[src/rtl/mrle_pkg.sv]
// mrle_pkg: shared constants and types of the mask run-length string encoder
// no dependencies; used by the interfaces and every module of the encoder
`default_nettype none

package mrle_pkg;

  localparam int PIXEL_W     = 8;
  localparam int CHAR_W      = 7;
  localparam int GROUP_BITS  = 5;
  localparam int RUN_BITS_MAX = 29;

  localparam logic [CHAR_W-1:0] CHAR_OFFSET = 7'd48;
  localparam logic [CHAR_W-1:0] CHAR_CONT   = 7'h20;

  localparam logic [1:0] RUNS_SAT = 2'd3;

  localparam int QUEUE_DEPTH = 4;
  localparam int QPTR_W      = 2;
  localparam int QCNT_W      = 3;

  typedef struct packed {
    logic last_of_item;
    logic end_of_mask;
  } mrle_flags_t;

  typedef struct packed {
    logic room2;
    logic empty;
  } mrle_qstat_t;

endpackage

`default_nettype wire

[src/rtl/mrle_pixel_if.sv]
// mrle_pixel_if: valid/ready channel carrying one mask pixel per item
// depends on mrle_pkg
`default_nettype none

interface mrle_pixel_if;
  import mrle_pkg::*;

  logic               valid;
  logic               ready;
  logic [PIXEL_W-1:0] pixel;
  logic               last_pixel;

  modport source (output valid, output pixel, output last_pixel, input ready);
  modport sink   (input valid, input pixel, input last_pixel, output ready);
endinterface

`default_nettype wire

[src/rtl/mrle_char_if.sv]
// mrle_char_if: valid/ready channel carrying one encoded character per item
// depends on mrle_pkg
`default_nettype none

interface mrle_char_if;
  import mrle_pkg::*;

  logic              valid;
  logic              ready;
  logic [CHAR_W-1:0] code_char;
  logic              last_of_item;
  logic              end_of_mask;

  modport source (output valid, output code_char, output last_of_item,
                  output end_of_mask, input ready);
  modport sink   (input valid, input code_char, input last_of_item,
                  input end_of_mask, output ready);
endinterface

`default_nettype wire

[src/rtl/mrle_front.sv]
// mrle_front: accepts pixels, tracks runs and produces the run values to encode
// depends on mrle_pkg and mrle_pixel_if
`default_nettype none

module mrle_front #(
  parameter int RUN_BITS = 24,
  parameter int VAL_W    = RUN_BITS + 1
) (
  input  logic                  clk,
  input  logic                  rst,
  mrle_pixel_if.sink            pixels,
  input  mrle_pkg::mrle_qstat_t qstat,
  output logic                  push0,
  output logic [VAL_W-1:0]      data0,
  output mrle_pkg::mrle_flags_t flags0,
  output logic                  push1,
  output logic [VAL_W-1:0]      data1,
  output mrle_pkg::mrle_flags_t flags1
);
  import mrle_pkg::*;

  logic                level;
  logic [RUN_BITS-1:0] run_length;
  logic [1:0]          runs;
  logic [RUN_BITS-1:0] prev_run;
  logic [RUN_BITS-1:0] prev2_run;

  logic                lvl;
  logic                chg;
  logic                take;
  logic [RUN_BITS-1:0] run_inc;
  logic [1:0]          runs_a;
  logic [VAL_W-1:0]    val_a;
  logic [RUN_BITS-1:0] len_b;
  logic [RUN_BITS-1:0] rbp_b;
  logic [1:0]          runs_b;
  logic [VAL_W-1:0]    val_b;

  assign pixels.ready = qstat.room2;

  always_comb begin
    lvl     = |pixels.pixel;
    chg     = lvl != level;
    take    = pixels.valid && pixels.ready;
    run_inc = (run_length == '1) ? run_length : run_length + RUN_BITS'(1);
    runs_a  = (runs == RUNS_SAT) ? RUNS_SAT : runs + 2'd1;
    val_a   = VAL_W'(run_length) - ((runs == RUNS_SAT) ? VAL_W'(prev2_run) : '0);
    len_b   = chg ? RUN_BITS'(1) : run_inc;
    rbp_b   = chg ? prev_run : prev2_run;
    runs_b  = chg ? runs_a : runs;
    val_b   = VAL_W'(len_b) - ((runs_b == RUNS_SAT) ? VAL_W'(rbp_b) : '0);

    push0  = take && (chg || pixels.last_pixel);
    data0  = chg ? val_a : val_b;
    flags0 = chg ? mrle_flags_t'{last_of_item: !pixels.last_pixel, end_of_mask: 1'b0}
                 : mrle_flags_t'{last_of_item: 1'b1, end_of_mask: 1'b1};
    push1  = take && chg && pixels.last_pixel;
    data1  = val_b;
    flags1 = mrle_flags_t'{last_of_item: 1'b1, end_of_mask: 1'b1};
  end

  always_ff @(posedge clk) begin
    if (rst) begin
      level      <= 1'b0;
      run_length <= '0;
      runs       <= '0;
      prev_run   <= '0;
      prev2_run  <= '0;
    end else if (take) begin
      if (pixels.last_pixel) begin
        level      <= 1'b0;
        run_length <= '0;
        runs       <= '0;
        prev_run   <= '0;
        prev2_run  <= '0;
      end else if (chg) begin
        level      <= lvl;
        run_length <= RUN_BITS'(1);
        runs       <= runs_a;
        prev2_run  <= prev_run;
        prev_run   <= run_length;
      end else begin
        run_length <= run_inc;
      end
    end
  end

endmodule

`default_nettype wire

[src/rtl/mrle_queue.sv]
// mrle_queue: four-entry queue of run values, up to two pushes and one pop a cycle
// depends on mrle_pkg
`default_nettype none

module mrle_queue #(
  parameter int WIDTH = 25
) (
  input  logic                  clk,
  input  logic                  rst,
  input  logic                  push0,
  input  logic [WIDTH-1:0]      data0,
  input  mrle_pkg::mrle_flags_t flags0,
  input  logic                  push1,
  input  logic [WIDTH-1:0]      data1,
  input  mrle_pkg::mrle_flags_t flags1,
  input  logic                  pop,
  output logic [WIDTH-1:0]      rd_data,
  output mrle_pkg::mrle_flags_t rd_flags,
  output mrle_pkg::mrle_qstat_t qstat
);
  import mrle_pkg::*;

  logic [WIDTH-1:0] data_mem [QUEUE_DEPTH];
  mrle_flags_t      flag_mem [QUEUE_DEPTH];
  logic [QPTR_W-1:0] wptr;
  logic [QPTR_W-1:0] rptr;
  logic [QCNT_W-1:0] count;
  logic [QCNT_W-1:0] count_next;

  always_comb begin
    count_next  = count + QCNT_W'(push0) + QCNT_W'(push1) - QCNT_W'(pop);
    qstat.room2 = count <= QCNT_W'(QUEUE_DEPTH - 2);
    qstat.empty = count == '0;
    rd_data     = data_mem[rptr];
    rd_flags    = flag_mem[rptr];
  end

  always_ff @(posedge clk) begin
    if (push0) begin
      data_mem[wptr] <= data0;
      flag_mem[wptr] <= flags0;
    end
    if (push1) begin
      data_mem[wptr + QPTR_W'(1)] <= data1;
      flag_mem[wptr + QPTR_W'(1)] <= flags1;
    end
  end

  always_ff @(posedge clk) begin
    if (rst) begin
      wptr  <= '0;
      rptr  <= '0;
      count <= '0;
    end else begin
      wptr  <= wptr + QPTR_W'(push0) + QPTR_W'(push1);
      rptr  <= rptr + QPTR_W'(pop);
      count <= count_next;
    end
  end

endmodule

`default_nettype wire

[src/rtl/mrle_back.sv]
// mrle_back: splits run values into 5-bit groups and drives the character channel
// depends on mrle_pkg and mrle_char_if
`default_nettype none

module mrle_back #(
  parameter int VAL_W = 25
) (
  input  logic                  clk,
  input  logic                  rst,
  input  logic [VAL_W-1:0]      rd_data,
  input  mrle_pkg::mrle_flags_t rd_flags,
  input  mrle_pkg::mrle_qstat_t qstat,
  output logic                  pop,
  mrle_char_if.source           chars
);
  import mrle_pkg::*;

  logic                    busy;
  logic signed [VAL_W-1:0] val;
  mrle_flags_t             vflags;

  logic [GROUP_BITS-1:0]   grp;
  logic signed [VAL_W-1:0] vshift;
  logic                    more;
  logic                    emit;
  logic [CHAR_W-1:0]       ch;

  always_comb begin
    grp    = val[GROUP_BITS-1:0];
    vshift = val >>> GROUP_BITS;
    more   = grp[GROUP_BITS-1] ? (vshift != '1) : (vshift != '0);
    ch     = CHAR_W'(grp) + (more ? CHAR_CONT : '0) + CHAR_OFFSET;
    emit   = busy && (!chars.valid || chars.ready);
    pop    = !busy && !qstat.empty;
  end

  always_ff @(posedge clk) begin
    if (rst) begin
      busy        <= 1'b0;
      chars.valid <= 1'b0;
    end else begin
      if (pop) begin
        busy   <= 1'b1;
        val    <= signed'(rd_data);
        vflags <= rd_flags;
      end else if (emit) begin
        val <= vshift;
        if (!more) begin
          busy <= 1'b0;
        end
      end
      if (emit) begin
        chars.valid        <= 1'b1;
        chars.code_char    <= ch;
        chars.last_of_item <= !more && vflags.last_of_item;
        chars.end_of_mask  <= !more && vflags.end_of_mask;
      end else if (chars.ready) begin
        chars.valid <= 1'b0;
      end
    end
  end

endmodule

`default_nettype wire

[src/rtl/mask_rle_string_encoder_core.sv]
// mask_rle_string_encoder_core: top level of the mask run-length string encoder
// depends on mrle_pkg, mrle_pixel_if, mrle_char_if, mrle_front, mrle_queue, mrle_back
// A pixel is taken in every cycle while the four-entry run queue has two free
// entries; pixels that end no run produce nothing. Each finished run becomes one
// to six characters (runs saturate at 2^min(COUNT_BITS,29)-1), so a pixel that
// finishes two runs gives up to twelve. The back end loads a run value from the
// queue into its register and then sends one character per cycle while the
// character channel takes them, so a run's first character passes the queue and
// that register, and the character rate, not the pixel rate, sets throughput on
// short runs. The first run counts background and may be zero, from the fourth
// run on the difference to the run two back is sent, and state returns to reset
// after the pixel flagged last_pixel. end_of_mask marks the final character.
`default_nettype none

module mask_rle_string_encoder_core #(
  parameter int COUNT_BITS = 24
) (
  input  logic        clk,
  input  logic        rst,
  mrle_pixel_if.sink  pixels,
  mrle_char_if.source chars
);
  import mrle_pkg::*;

  localparam int RUN_BITS = (COUNT_BITS < RUN_BITS_MAX) ? COUNT_BITS : RUN_BITS_MAX;
  localparam int VAL_W    = RUN_BITS + 1;

  mrle_qstat_t      qstat;
  logic             push0;
  logic [VAL_W-1:0] data0;
  mrle_flags_t      flags0;
  logic             push1;
  logic [VAL_W-1:0] data1;
  mrle_flags_t      flags1;
  logic             pop;
  logic [VAL_W-1:0] rd_data;
  mrle_flags_t      rd_flags;

  mrle_front #(.RUN_BITS(RUN_BITS), .VAL_W(VAL_W)) u_front (
    .clk    (clk),
    .rst    (rst),
    .pixels (pixels),
    .qstat  (qstat),
    .push0  (push0),
    .data0  (data0),
    .flags0 (flags0),
    .push1  (push1),
    .data1  (data1),
    .flags1 (flags1)
  );

  mrle_queue #(.WIDTH(VAL_W)) u_queue (
    .clk      (clk),
    .rst      (rst),
    .push0    (push0),
    .data0    (data0),
    .flags0   (flags0),
    .push1    (push1),
    .data1    (data1),
    .flags1   (flags1),
    .pop      (pop),
    .rd_data  (rd_data),
    .rd_flags (rd_flags),
    .qstat    (qstat)
  );

  mrle_back #(.VAL_W(VAL_W)) u_back (
    .clk      (clk),
    .rst      (rst),
    .rd_data  (rd_data),
    .rd_flags (rd_flags),
    .qstat    (qstat),
    .pop      (pop),
    .chars    (chars)
  );

  // a final pixel always leaves at least one run value queued
  a_last_queues: assert property (@(posedge clk) disable iff (rst)
    (pixels.valid && pixels.ready && pixels.last_pixel) |=> !qstat.empty)
    else $error("final pixel left no run in the queue");

  // second push only together with the first
  a_push_order: assert property (@(posedge clk) disable iff (rst)
    push1 |-> push0)
    else $error("second run pushed without the first");

  // the closing character of the mask also closes its item
  a_end_is_last: assert property (@(posedge clk) disable iff (rst)
    (chars.valid && chars.end_of_mask) |-> chars.last_of_item)
    else $error("end of mask without last of item");

  // no pop from an empty queue
  a_pop_nonempty: assert property (@(posedge clk) disable iff (rst)
    pop |-> !qstat.empty)
    else $error("pop from empty run queue");

endmodule

`default_nettype wire
[src/flat_wrapper.sv]
// flat-port wrapper written by rule: the top's interface ports become plain ports
module mask_rle_string_encoder_core_flat import mrle_pkg::*;
#(
  parameter int COUNT_BITS = 24
)
  (clk, rst, pixels_valid, pixels_pixel, pixels_last_pixel, pixels_ready, chars_valid, chars_code_char, chars_last_of_item, chars_end_of_mask, chars_ready);
  mrle_pixel_if pixels_i ();
  mrle_char_if chars_i ();
  input  logic clk;
  input  logic rst;
  input wire logic [$bits(pixels_i.valid)-1:0] pixels_valid;
  input wire logic [$bits(pixels_i.pixel)-1:0] pixels_pixel;
  input wire logic [$bits(pixels_i.last_pixel)-1:0] pixels_last_pixel;
  output wire logic [$bits(pixels_i.ready)-1:0] pixels_ready;
  output wire logic [$bits(chars_i.valid)-1:0] chars_valid;
  output wire logic [$bits(chars_i.code_char)-1:0] chars_code_char;
  output wire logic [$bits(chars_i.last_of_item)-1:0] chars_last_of_item;
  output wire logic [$bits(chars_i.end_of_mask)-1:0] chars_end_of_mask;
  input wire logic [$bits(chars_i.ready)-1:0] chars_ready;
  assign pixels_i.valid = pixels_valid;
  assign pixels_i.pixel = pixels_pixel;
  assign pixels_i.last_pixel = pixels_last_pixel;
  assign pixels_ready = pixels_i.ready;
  assign chars_valid = chars_i.valid;
  assign chars_code_char = chars_i.code_char;
  assign chars_last_of_item = chars_i.last_of_item;
  assign chars_end_of_mask = chars_i.end_of_mask;
  assign chars_i.ready = chars_ready;
  mask_rle_string_encoder_core #(.COUNT_BITS(COUNT_BITS)) u_core (.clk(clk), .rst(rst), .pixels(pixels_i), .chars(chars_i));
endmodule
[config.mk]
export PLATFORM = sky130hd
export DESIGN_NAME = mask_rle_string_encoder_core_flat
export DESIGN_NICKNAME = d
export VERILOG_FILES = /design/src/rtl/mrle_pkg.sv /design/src/rtl/mrle_pixel_if.sv /design/src/rtl/mrle_char_if.sv /design/src/rtl/mrle_front.sv /design/src/rtl/mrle_queue.sv /design/src/rtl/mrle_back.sv /design/src/rtl/mask_rle_string_encoder_core.sv /design/src/flat_wrapper.sv
export SDC_FILE = /design/constraint.sdc
export NUM_CORES = 1
export LEC_CHECK = 0
export BUFFER_PORTS_ARGS = -buffer_cell sky130_fd_sc_hd__buf_2
export CAP_MARGIN = 15
export CORE_ASPECT_RATIO = 0.7
export CORE_MARGIN = 3
export CORE_UTILIZATION = 65
export CTS_CLUSTER_DIAMETER = 40
export DETAILED_ROUTE_END_ITERATION = 8
export PLACE_DENSITY = 0.82
export REMOVE_ABC_BUFFERS = 1
export SYNTH_ARGS = -nofsm -noshare
export SYNTH_HDL_FRONTEND = slang
export SYNTH_SLANG_ARGS = --single-unit
[constraint.sdc]
create_clock -name clk -period 10.3 [get_ports clk]
set_clock_uncertainty 0.15 [all_clocks]
set_input_delay 0.515 -clock clk [delete_from_list [all_inputs] [get_ports clk]]
set_output_delay 0.515 -clock clk [all_outputs]
set_load 0.02 [all_outputs]
==> results summary <==
The maximum achievable frequency is 0.190 GHz. The worst hold-check path type is input port to register. At the end of the flow the core is filled with cells to 73.6%. Net switching is 33.3% of the power. At the pin with the least slew margin, the transition time is 1.21 ns. Along the worst hold path, the cell count comes to 4. The xor and xnor fraction of the mapped netlist area is 4.32%. The family with the most delay on the worst path is simple AND/OR/NAND/NOR gates. Yosys attributes the largest share of cell area to edfxtp_1 (31%), dfxtp_1 (14%), nand2_1 (7.5%), ha_1 (5.0%), nor2_1 (4.6%). The via count came out at 11300. For the final routed database, the setup TNS stands at 0 ns. The share of total power in combinational logic is 23.5%. The area of the die came out at 22300 µm². Among all cell types in the netlist, the one instantiated most often is nand2_1. The buffers inserted during post-CTS setup optimization came out at 0.

The DRC violation count after routing is 1. The synthesized instance count came out at 1418. The routability congestion estimate from global placement came out at 0.947. Final hold analysis gives a worst-case slack of 0.105 ns. The average wire per standard cell came out at 21.0 µm.

On the critical path, the stage with the largest delay is an instance of nand4_1. The total net switching power is 1040 µW. At the worst endpoint, the arrival time is 5.36 ns. For this run, the slowest stage of the critical path takes 0.50 ns. The startpoint identified for the worst register-to-register timing path is u_core.u_front.run_length[1].

The number of endpoints with negative hold slack in the final report is 0. For this configuration, the core starts out at a cell density of 66.8%. In this run the mean area of a mapped cell was 9.41 µm². The count of state elements after synthesis is 228. TritonCTS built the clock tree.

The register area share after synthesis is 44.4%. The maximum buffer depth of the clock tree is 3. By area, the combinational part of the netlist is dominated by simple AND/OR/NAND/NOR gates.

The via count of the first global-routing pass came out at 10900. The worst reg-to-reg path cell count is 17. The number of clock buffers added by TritonCTS is 29. The headroom to the max-slew limit came out at 19.2%. The biggest area contributor in the post-synthesis netlist is edfxtp_1.

Global routing finished with a remaining overflow of 0. The total power came out at 3120 µW. The count of nets left with antenna violations once routing finished came out at 0. Wires add up to 35900 µm.

Setup repair after global routing left no endpoint under its margin. The post-cts resize count is 0. The core outline area came out at 20000 µm².

After the last flow step, the layout net total stands at 1487. The clock period minus worst slack is 5.26 ns. The reg-to-reg setup timing slack is 5.04 ns. The wire length of the first global-routing pass is 57800 µm. The worst setup path is of the register to register kind. After synthesis the cells add up to 13300 µm². The count of endpoints failing setup in the final report came out at 0. STA classifies the critical path endpoint as a register.

Dividing total power by cell area gives a power density of 213 nW/µm². The fraction of layout instances using a drive strength above 1 came out at 9.87%. Among all flip-flop cells after synthesis, the most frequent one is edfxtp_1.

The hold buffer count at cts came out at 0. The row count came out at 43. The final reports fail on DRC. The flow ran to the end, but the final reports show violations. The largest net degree at the start of global routing is 65.

The critical path launch point type is a register. The area growth from synthesis to layout is 10.1%. The clock slew seen by the registers of the worst setup and hold paths came out at 0.06 ns.

The share of synthesized cell area in full adder, half adder and majority cells is 5.72%. The clock insertion delay at the later pin of the skew report came out at 0.55 ns. The final HPWL from detailed placement came out at 24100 µm. The overall fraction of global-route tracks in use came out at 32.3%. Input and output buffers added on the ports amount to 23. The number of antenna diodes in the final layout is 0. The worst path required time is 10.40 ns. The signal on the critical path passes through ha_1 -> inv_1 -> nor4_2 -> nand4_1 -> and3_1 -> and3_1 -> xnor2_1 -> nor2_1 -> ha_1 -> a21oi_1 -> nor2_1 -> a211oi_2 -> a21oi_1 -> o41ai_1 -> o21ai_0 -> xnor2_1 -> mux2i_1. For hold timing, the worst endpoint is u_core.u_back.chars.valid.

The number of antenna violations at the first check in global routing came out at 0. The fraction of power consumed by sequential logic is 42.7%. The number of max-slew violations in the final report came out at 0.

The worst-case IR drop observed on VDD is 0.123 mV. The cell sitting at the root of the clock tree is a clkbuf_16. For this design the top-level I/O count stands at 24. In this run the most critical hold path is launched from chars_ready.

Measured along the y axis, the die boundary spans 126 µm. Summing the areas of all and, or, nand and nor instances in the mapped netlist gives 18.0% of the synthesized area. The netlist uses 70 different library cells. The total number of clock tree sinks is 228. The synthesized-area fraction occupied by ao, oa, aoi and oai cells came out at 15.9%.

The buffers plus inverters on the worst setup path came out at 1. The post-route fraction of the period consumed by the critical path came out at 51.1%. The pre-antenna-repair detailed-routing pass consisted of 8 iterations.

The static power due to leakage is 0.00559 µW. Yosys printed 0 warnings. The number of enable flip-flop cells after synthesis came out at 136. The internal power of the cells totals 2080 µW. The proportion of synthesized flip-flops having asynchronous set or reset is 0%. The DRC violation total after the first TritonRoute iteration is 1535. The endpoint of the lowest-slack register-to-register path is u_core.u_queue.data_mem[1][21]. Measured along the x axis, the die boundary spans 177 µm.

The commonest cells after synthesis are nand2_1 (268), nor2_1 (165), edfxtp_1 (136), dfxtp_1 (92), a21oi_1 (74). After synthesis, the share of cell area in mux cells is 8.65%. The maximum fanout encountered on the critical timing path is 13.

The H-tree depth is 1. Per report_power, the clock group accounts for 33.8% of the total. The vias per cell came out at 6.61. The tool flagged a number of max-cap violations equal to 0. The share of the synthesized area in the top cell type is 30.6%.
-- per-layer routing --
| layer | routed length (µm) | up-vias | track usage, % |
|---|---|---|---|
| li1 | - | 5112 | - |
| met1 | 14500 | 5371 | 45.4 |
| met2 | 16700 | 701 | 52.9 |
| met3 | 3710 | 108 | 4.76 |
| met4 | 1080 | 0 | 8.82 |
| met5 | 0 | - | 0 |
-- how the worst max path moves through the flow --
stage | slack [ns] | cells past startpoint | from | to
after floorplan | 3.33 | 16 | pixels_pixel[7] | u_core.u_queue.data_mem[1][20]
after CTS | 5.20 | 16 | u_core.u_front.run_length[1] | u_core.u_queue.data_mem[1][22]
final | 5.04 | 17 | u_core.u_front.run_length[1] | u_core.u_queue.data_mem[1][21]
after detailed placement | 5.00 | 19 | pixels_pixel[5] | u_core.u_queue.data_mem[2][20]
after global routing | 4.71 | 16 | u_core.u_front.run_length[1] | u_core.u_queue.data_mem[0][22]
after global placement | 5.17 | 19 | pixels_pixel[7] | u_core.u_queue.data_mem[0][20]
-- cell type report --
cell class	instances	area [µm²]
multi-input cells	1088	7060
flip-flops and latches	228	5930
fillers	1426	5280
clock buffers	33	741
well taps	270	338
clock inverters	21	263
repair buffers	39	235
inverters	30	113
-- placed cells by master, fill, tap and decap left out, types with 9 or more instances in the layout --
| master | n |
|---|---|
| a22oi_1 | 50 |
| mux4_2 | 27 |
| a31oi_1 | 11 |
| nor4_1 | 9 |
| edfxtp_1 | 136 |
| and3_1 | 12 |
| xnor2_1 | 39 |
| nor2b_1 | 9 |
| ha_1 | 53 |
| buf_2 | 23 |
| xor2_1 | 24 |
| mux2i_1 | 50 |
| nand2_1 | 268 |
| o21ai_0 | 68 |
| nand3_1 | 19 |
| and2_1 | 16 |
| nor2_1 | 163 |
| o21ai_1 | 11 |
| a21oi_1 | 74 |
| nor3_1 | 14 |
| dfxtp_1 | 90 |
| inv_1 | 28 |
| buf_4 | 16 |
| clkbuf_16 | 29 |
| a21o_1 | 49 |
| o21a_1 | 14 |
| nand4_1 | 14 |
-- flip-flops by register name, indices dropped and copies added, names as in the netlist --
signal / cells
u_core.u_back.val: 25
u_core.u_back.chars.code_char: 7
u_core.u_front.level: 1
u_core.u_queue.flag_mem: 8
u_core.u_back.busy: 1
u_core.u_queue.data_mem: 100
u_core.u_queue.rptr: 2
u_core.u_front.runs: 2
u_core.u_front.prev2_run: 24
u_core.u_back.chars.end_of_mask: 1
u_core.u_front.run_length: 24
u_core.u_back.vflags: 2
u_core.u_back.chars.valid: 1
u_core.u_queue.count: 3
u_core.u_back.chars.last_of_item: 1
u_core.u_front.prev_run: 24
u_core.u_queue.wptr: 2
-- logic make-up (layout without fill, tap and decap cells) --
kind of cell	Yosys count	after routing
flip-flops	228	228
AO/OA/AOI/OAI	330	330
adder cells (fa/ha/maj)	58	58
buffers and inverters	102	123
AND/OR/NAND/NOR	554	554
multiplexers	81	81
XOR/XNOR	65	65
-- worst min-delay path, delay by kind of cell --
kind,cells,cell delay [ns]
buffers and inverters,1,0.09
and+or+nand+nor,3,0.16
-- per-stage QoR --
stage	cells	area, µm²	worst slack [ns]
2_1_floorplan	1346	13000	3.33
3_3_place_gp	1655	13700	5.17
3_5_place_dp	1655	13700	5.00
4_1_cts	1709	14700	5.20
5_1_grt	1709	14700	4.71
6_report	1709	14700	5.04
-- power groups by stage --
stage	clock network (µW)	registers [µW]	logic (µW)
finish	1060	1330	733
floorplan	0	1300	486
detailed placement	0	1350	715
CTS	1060	1330	725
global placement	0	1330	686
global route	1090	1350	799
(Power assumes the default switching activity.)
